## config.mk

```make
export PLATFORM = sky130hd
export DESIGN_NAME = sort16_network_top
export DESIGN_NICKNAME = d
export VERILOG_FILES = /design/src/rtl/core/s16n_pkg.sv /design/src/rtl/core/s16n_front.sv /design/src/rtl/core/s16n_queue.sv /design/src/rtl/core/s16n_back.sv /design/src/rtl/core/sort16_network_top.sv
export SDC_FILE = /design/constraint.sdc
export NUM_CORES = 2
export LEC_CHECK = 0
export ABC_AREA = 1
export CORE_MARGIN = 10
export CORE_UTILIZATION = 25
export CTS_BUF_LIST = sky130_fd_sc_hd__clkbuf_16
export DETAILED_ROUTE_END_ITERATION = 8
export DONT_BUFFER_PORTS = 1
export GPL_TIMING_DRIVEN = 0
export PLACE_DENSITY = 0.34
export SLEW_MARGIN = 10
export SYNTH_ARGS = -nofsm -noshare
export SYNTH_HDL_FRONTEND = slang
export SYNTH_SLANG_ARGS = --single-unit
```

## constraint.sdc

```tcl
create_clock -name aclk -period 12.1 [get_ports aclk]
set_input_delay 0 -clock aclk [delete_from_list [all_inputs] [get_ports aclk]]
set_output_delay 0 -clock aclk [all_outputs]
set_load 0.1 [all_outputs]
```

## src/rtl/core/s16n_pkg.sv

```systemverilog
// ============================================================================
// s16n_pkg: shared types and helpers for the 16-key sorter
// Holds the key vector type, the rank mapping and the item queue depth.
// ============================================================================
package s16n_pkg;

    localparam int unsigned KEY_W      = 32;
    localparam int unsigned LANES      = 4;
    localparam int unsigned BLOCK_KEYS = 16;
    localparam int unsigned QUEUE_DEPTH = 4;

    typedef logic [KEY_W-1:0] key_t;
    typedef key_t [LANES-1:0] vec_t;

    // queue entry: one four-key item plus its end-of-block mark
    typedef struct packed {
        vec_t keys;
        logic last;
    } item_t;

    // Map a float pattern to an unsigned rank that orders as the real value.
    function automatic key_t order_rank(input key_t bits);
        key_t r;
        if (bits[KEY_W-1]) begin
            r = ~bits;
        end else begin
            r = bits | {1'b1, {(KEY_W-1){1'b0}}};
        end
        return r;
    endfunction

    // true when key a orders above key b
    function automatic logic key_gt(input key_t a, input key_t b);
        return order_rank(a) > order_rank(b);
    endfunction

endpackage

```

## src/rtl/core/s16n_front.sv

```systemverilog
// ============================================================================
// s16n_front: input side of the sorter
// Accepts four-key items, counts them within a block and pushes each one,
// marked when it closes a block, into the item queue.
// ============================================================================
module s16n_front (
    input  logic                aclk,
    input  logic                aresetn,
    input  logic                in_valid,
    output logic                in_ready,
    input  s16n_pkg::vec_t      in_keys,
    output logic                push,
    output s16n_pkg::item_t     push_item,
    input  logic                q_full
);

    logic [1:0] load_count_reg;
    logic [1:0] load_count_next;

    assign in_ready  = !q_full;
    assign push      = in_valid && !q_full;
    assign push_item = '{keys: in_keys, last: (load_count_reg == 2'd3)};

    // advance the item count on every accepted request
    always_comb begin
        load_count_next = load_count_reg;
        if (push) begin
            load_count_next = load_count_reg + 2'd1;
        end
    end

    always_ff @(posedge aclk) begin
        if (!aresetn) begin
            load_count_reg <= 2'd0;
        end else begin
            load_count_reg <= load_count_next;
        end
    end

endmodule

```

## src/rtl/core/s16n_queue.sv

```systemverilog
// ============================================================================
// s16n_queue: short item queue between front and back
// Small register FIFO that lets intake and sorting stall independently.
// ============================================================================
module s16n_queue #(
    parameter int unsigned DEPTH = s16n_pkg::QUEUE_DEPTH
) (
    input  logic             aclk,
    input  logic             aresetn,
    input  logic             push,
    input  s16n_pkg::item_t  push_item,
    output logic             full,
    input  logic             pop,
    output logic             not_empty,
    output s16n_pkg::item_t  head_item
);

    localparam int unsigned AW = (DEPTH > 1) ? $clog2(DEPTH) : 1;

    s16n_pkg::item_t mem_reg [DEPTH];
    logic [AW-1:0]   wr_ptr_reg, wr_ptr_next;
    logic [AW-1:0]   rd_ptr_reg, rd_ptr_next;
    logic [AW:0]     count_reg,  count_next;

    assign full      = (count_reg == (AW+1)'(DEPTH));
    assign not_empty = (count_reg != '0);
    assign head_item = mem_reg[rd_ptr_reg];

    // advance pointers and fill count
    always_comb begin
        wr_ptr_next = wr_ptr_reg;
        rd_ptr_next = rd_ptr_reg;
        count_next  = count_reg;
        if (push) begin
            wr_ptr_next = (wr_ptr_reg == AW'(DEPTH-1)) ? '0 : wr_ptr_reg + AW'(1);
        end
        if (pop) begin
            rd_ptr_next = (rd_ptr_reg == AW'(DEPTH-1)) ? '0 : rd_ptr_reg + AW'(1);
        end
        if (push && !pop) begin
            count_next = count_reg + (AW+1)'(1);
        end else if (pop && !push) begin
            count_next = count_reg - (AW+1)'(1);
        end
    end

    always_ff @(posedge aclk) begin
        if (!aresetn) begin
            wr_ptr_reg <= '0;
            rd_ptr_reg <= '0;
            count_reg  <= '0;
        end else begin
            wr_ptr_reg <= wr_ptr_next;
            rd_ptr_reg <= rd_ptr_next;
            count_reg  <= count_next;
        end
    end

    // store entries
    always_ff @(posedge aclk) begin
        if (push) begin
            mem_reg[wr_ptr_reg] <= push_item;
        end
    end

endmodule

```

## src/rtl/core/s16n_back.sv

```systemverilog
// ============================================================================
// s16n_back: sorting side of the sorter
// Collects four items from the queue, runs an odd-even transposition sort
// over 16 keys (one compare-exchange layer a cycle, 16 layers), then emits
// the sorted block as four results.
// ============================================================================
module s16n_back (
    input  logic             aclk,
    input  logic             aresetn,
    input  logic             q_not_empty,
    input  s16n_pkg::item_t  q_head,
    output logic             q_pop,
    output logic             out_valid,
    input  logic             out_ready,
    output s16n_pkg::vec_t   out_keys,
    output logic             out_last
);

    localparam int unsigned N = s16n_pkg::BLOCK_KEYS;

    typedef enum logic [2:0] {
        ST_LOAD = 3'b001,
        ST_SORT = 3'b010,
        ST_EMIT = 3'b100
    } state_t;

    state_t             state_reg, state_next;
    s16n_pkg::key_t     buf_reg  [N];
    s16n_pkg::key_t     buf_next [N];
    logic [1:0]         slot_reg, slot_next;
    logic [3:0]         layer_reg, layer_next;

    assign q_pop     = (state_reg == ST_LOAD) && q_not_empty;
    assign out_valid = (state_reg == ST_EMIT);
    assign out_last  = (slot_reg == 2'd3);

    // select current output row
    always_comb begin
        for (int l = 0; l < s16n_pkg::LANES; l++) begin
            out_keys[l] = buf_reg[{slot_reg, 2'(l)}];
        end
    end

    // next state, counters and key buffer
    always_comb begin
        state_next = state_reg;
        slot_next  = slot_reg;
        layer_next = layer_reg;
        for (int i = 0; i < N; i++) begin
            buf_next[i] = buf_reg[i];
        end
        unique case (state_reg)
            ST_LOAD: begin
                if (q_pop) begin
                    for (int l = 0; l < s16n_pkg::LANES; l++) begin
                        buf_next[{slot_reg, 2'(l)}] = q_head.keys[l];
                    end
                    slot_next = slot_reg + 2'd1;
                    if (q_head.last) begin
                        slot_next  = 2'd0;
                        layer_next = 4'd0;
                        state_next = ST_SORT;
                    end
                end
            end
            ST_SORT: begin
                // one compare-exchange layer, even or odd pairs
                for (int p = 0; p < N - 1; p++) begin
                    if ((p % 2) == (layer_reg[0] ? 1 : 0)) begin
                        if (s16n_pkg::key_gt(buf_reg[p], buf_reg[p+1])) begin
                            buf_next[p]   = buf_reg[p+1];
                            buf_next[p+1] = buf_reg[p];
                        end
                    end
                end
                layer_next = layer_reg + 4'd1;
                if (layer_reg == 4'd15) begin
                    state_next = ST_EMIT;
                end
            end
            ST_EMIT: begin
                if (out_ready) begin
                    slot_next = slot_reg + 2'd1;
                    if (slot_reg == 2'd3) begin
                        state_next = ST_LOAD;
                    end
                end
            end
            default: begin
                state_next = ST_LOAD;
            end
        endcase
    end

    always_ff @(posedge aclk) begin
        if (!aresetn) begin
            state_reg <= ST_LOAD;
            slot_reg  <= 2'd0;
            layer_reg <= 4'd0;
        end else begin
            state_reg <= state_next;
            slot_reg  <= slot_next;
            layer_reg <= layer_next;
        end
    end

    // hold keys
    always_ff @(posedge aclk) begin
        for (int i = 0; i < N; i++) begin
            buf_reg[i] <= buf_next[i];
        end
    end

endmodule

```

## src/rtl/core/sort16_network_top.sv

```systemverilog
// ============================================================================
// sort16_network_top: 16-key float sorter
// Sorts blocks of 16 single-precision keys delivered as four 4-key requests.
// ============================================================================
// channel | dir | tdata fields (low bit up)             | tlast
// s_axis  | in  | key_0, key_1, key_2, key_3             | -
// m_axis  | out | out_key_0 .. out_key_3                 | last_of_block
//
// A block is loaded from the queue, passed through the compare-exchange layer
// loop of the back end, and then emitted; the back end pops no new request
// until it has emitted its block. The 4-entry queue keeps intake running
// while a block sorts. Reset is synchronous, active low, and clears control
// state only. Either side may stall at any cycle.
module sort16_network_top #(
    parameter int unsigned QUEUE_DEPTH = s16n_pkg::QUEUE_DEPTH
) (
    input  logic         aclk,
    input  logic         aresetn,
    input  logic         s_axis_tvalid,
    output logic         s_axis_tready,
    input  logic [127:0] s_axis_tdata,   // key_0, key_1, key_2, key_3
    output logic         m_axis_tvalid,
    input  logic         m_axis_tready,
    output logic [127:0] m_axis_tdata,   // out_key_0, out_key_1, out_key_2, out_key_3
    output logic         m_axis_tlast
);

    s16n_pkg::vec_t  in_keys;
    s16n_pkg::vec_t  out_keys;
    s16n_pkg::item_t push_item;
    s16n_pkg::item_t head_item;
    logic            push, q_full, pop, q_not_empty;

    // unpack lanes
    always_comb begin
        for (int l = 0; l < s16n_pkg::LANES; l++) begin
            in_keys[l] = s_axis_tdata[l*32 +: 32];
            m_axis_tdata[l*32 +: 32] = out_keys[l];
        end
    end

    s16n_front u_front (
        .aclk      (aclk),
        .aresetn   (aresetn),
        .in_valid  (s_axis_tvalid),
        .in_ready  (s_axis_tready),
        .in_keys   (in_keys),
        .push      (push),
        .push_item (push_item),
        .q_full    (q_full)
    );

    s16n_queue #(.DEPTH(QUEUE_DEPTH)) u_queue (
        .aclk      (aclk),
        .aresetn   (aresetn),
        .push      (push),
        .push_item (push_item),
        .full      (q_full),
        .pop       (pop),
        .not_empty (q_not_empty),
        .head_item (head_item)
    );

    s16n_back u_back (
        .aclk        (aclk),
        .aresetn     (aresetn),
        .q_not_empty (q_not_empty),
        .q_head      (head_item),
        .q_pop       (pop),
        .out_valid   (m_axis_tvalid),
        .out_ready   (m_axis_tready),
        .out_keys    (out_keys),
        .out_last    (m_axis_tlast)
    );

endmodule
```

==> impl_metrics.yaml <==
run_status:
  outcome: "completed"
timing:
  min_period_ns: 6.33
  slew_violations: 0
  relSlewSlack_pct: 4.64
  fmax_mhz: 158
  setup_ws_ns: 5.77
  fin_crit_sh_pct: 52.3
  worst_slew_pin_slew_ns: 1.43
  hold_viol: 0
  grt_setup_unrepaired: "no"
  fin_worst_skew_ns: 0.0443
  finalSetupViolations: 0
logic_synthesis:
  yosys_warnings: 0
  synth_cell_types: 51
  avgSynthCellArea_sq_um: 7.91
  synth_area_leader_cell: "edfxtp_1"
  ys_ff_latch: 1050
  netlist_instances: 9493
  synth_seq_area_share_pct: 41.7
  synth_top_cell_area_share_pct: 41.1
  synth_nets: 10100
  synth_ff_type: "edfxtp_1"
  syn-cell-area_sq_mm: 0.0751
  synth_edf_count: 1028
  synth.area.top_cells: "edfxtp_1 (41%), nand2_1 (12%), ha_1 (8.0%)"
  async_flop_share_pct: 0
detailed_routing:
  drt_iter0_markers: 11700
  ant_nets: 0
  drt-total-wl_mm: 596
  dr.pass1.iters: 6
  vias_per_cell: 5.51
  drc: 0
  routedWlPerCell_um: 41.9
  dr_total_vias: 78500
clocking:
  cts_num_sinks: 1050
  cts_hold_buf: 261
  cts_tree: "yes"
  root_buffer: "clkbuf_16"
  numCtsBuffers: 150
  cts.repair.resized: 0
  clk_pin_slew_worst_paths_ns: 0.07
  cts_buffer_depth: 4
  insertion_delay_ns: 0.88
  cts_setup_buffers: 0
  htree_levels: 4
place:
  post-dp-hpwl_mm: 492
  place_inst: 13600
  place_congestion: 1.10
  pre_cts_ws_ns: 6.04
  portBuffers: 0
global_routing:
  grt_max_degree: 51
  antenna_found_initial: 141
  gr-usage-all-layers_pct: 35.3
  grt_pass1_vias: 71500
  grt_overflow_total: 0
  grt_pass1_wl_mm: 752
layout:
  final_cell_mix: "nand2_1 (2,456), inv_1 (1,079), edfxtp_1 (1,028)"
  syn_to_final_growth_pct: 26.4
  layout_commonest_cell: "nand2_1"
  largest_register_ffs: 516
  nets: 10700
  finalNonFillerCells: 14200
  drive_gt1_share_pct: 8.75
critical_path:
  timing_worst_setup_path_type: "flop to flop"
  end_kind: "flop"
  worstPathArrival_ns: 7.03
  worstPathRequired_ns: 12.80
  worst_setup_path_start_kind: "flop"
  cp_max_fo: 10
floorplan:
  fp.dieArea_sq_mm: 0.323
  core-area_sq_mm: 0.299
  die_w_um: 568
  initial_core_util_pct: 25.1
  row_count: 201
  io_pins: 263
  die_h_um: 568
min_path:
  min_path_type: "primary input to flop"
pwr:
  irDropWorstVdd_uv: 152
  power_uw: 34900
  power_density_mw_per_mm2: 368
  power_leakage_uw: 0.0411
flow_run:
  maxCapViolCount: 0
## logic make-up (layout without fill, tap and decap cells)
logic type	Yosys count	after routing	synth area share (%)
AO/OA/AOI/OAI	1431	1431	10.4
adder cells (fa/ha/maj)	479	479	7.99
AND/OR/NAND/NOR	4354	4354	25.2
other	0	76	0
buffers and inverters	1689	2400	9.00
flip-flops	1050	1050	41.7
XOR/XNOR	490	490	5.73
## worst paths after layout
kind,from,depth (start not counted),slack [ns],endpoint
setup / recovery,u_back.buf_reg[12][31]$_DFFE_PP_,17,5.77,u_back.buf_reg[12][14]$_DFFE_PP_
hold / removal,aresetn,3,0.14,u_back.layer_reg[2]$_SDFFE_PN0P_
setup reg to reg,u_back.buf_reg[12][31]$_DFFE_PP_,17,5.77,u_back.buf_reg[12][14]$_DFFE_PP_
hold reg to reg,u_front.load_count_reg[0]$_SDFFE_PN0P_,1,0.49,u_front.load_count_reg[0]$_SDFFE_PN0P_
## routing by layer
layer  wire length, um  global-route usage, %
met5               206                      0
met4             50100                   24.2
met1            249000                   47.0
met2            241000                   50.2
met3             55600                   8.29
## critical path, stage by stage, from the launching register on
cell and delay, ns:
edfxtp_1 0.49, buf_4 0.34, buf_1 0.64, xor2_1 0.98, inv_1 0.19, ha_1 0.36, nand2_1 0.07, nor2_1 0.09
nand3_1 0.17, nor4_1 0.50, a31oi_1 0.56, nand2_1 0.44, buf_2 0.29, buf_2 0.34, nand2_1 0.08, nand3_1 0.16
nand2_1 0.29, nand2_1 0.13
## cell type report
class,count,area [sq um]
multi-input combinational,6754,40200
clock inverter,122,873
inverter,1067,4010
tap,3958,4950
buffer,622,2760
fill,31900,204000
timing repair buffer,439,6840
clock buffer,150,3750
sequential,1050,31300
antenna,76,190
## stage by stage
step | util (%) | setup TNS [ns] | hold WS (ns) | cell area, sq um
after floorplan | - | 0 | 0.0989 | 75100
after detailed placement | 29.2 | 0 | 0.0992 | 87400
after global placement | 26.7 | -1294.44 | 0.0991 | 80000
after global routing | 31.6 | 0 | 0.149 | 94700
final | 31.7 | 0 | 0.142 | 94800
after CTS | 31.6 | 0 | 0.0812 | 94600
## report_power, final
group          total (uW)  leakage (uW)  internal [uW]  switching (uW)
sequential           7250       0.00970           5040            2210
clock                4360       0.00236           2440            1920
combinational       23300        0.0290           5800           17500
## cells in the mapped netlist, types with 3 or more instances
| cell type | n |
|---|---|
| o21a_1 | 13 |
| a21boi_1 | 3 |
| nor3_1 | 16 |
| o21bai_1 | 7 |
| and3_1 | 3 |
| a32o_1 | 31 |
| nand3_2 | 3 |
| o22ai_1 | 193 |
| nand3_1 | 939 |
| a31oi_1 | 9 |
| nor2_1 | 485 |
| o211ai_1 | 18 |
| o21ai_1 | 74 |
| buf_2 | 122 |
| nor4b_1 | 3 |
| buf_1 | 84 |
| inv_1 | 1051 |
| nand4_1 | 254 |
| o221ai_1 | 5 |
| buf_4 | 41 |
| or2_0 | 30 |
| edfxtp_1 | 1028 |
| o21ai_0 | 621 |
| ha_1 | 478 |
| nand3b_1 | 126 |
| xor2_1 | 91 |
| xnor2_1 | 398 |
| inv_2 | 16 |
| buf_6 | 14 |
| nand2_1 | 2458 |
| clkbuf_1 | 361 |
| dfxtp_1 | 22 |
| a21oi_1 | 429 |
| nand2_2 | 17 |
| a211oi_1 | 21 |
| nor4_1 | 9 |
Power figures use the tool's default switching activity.
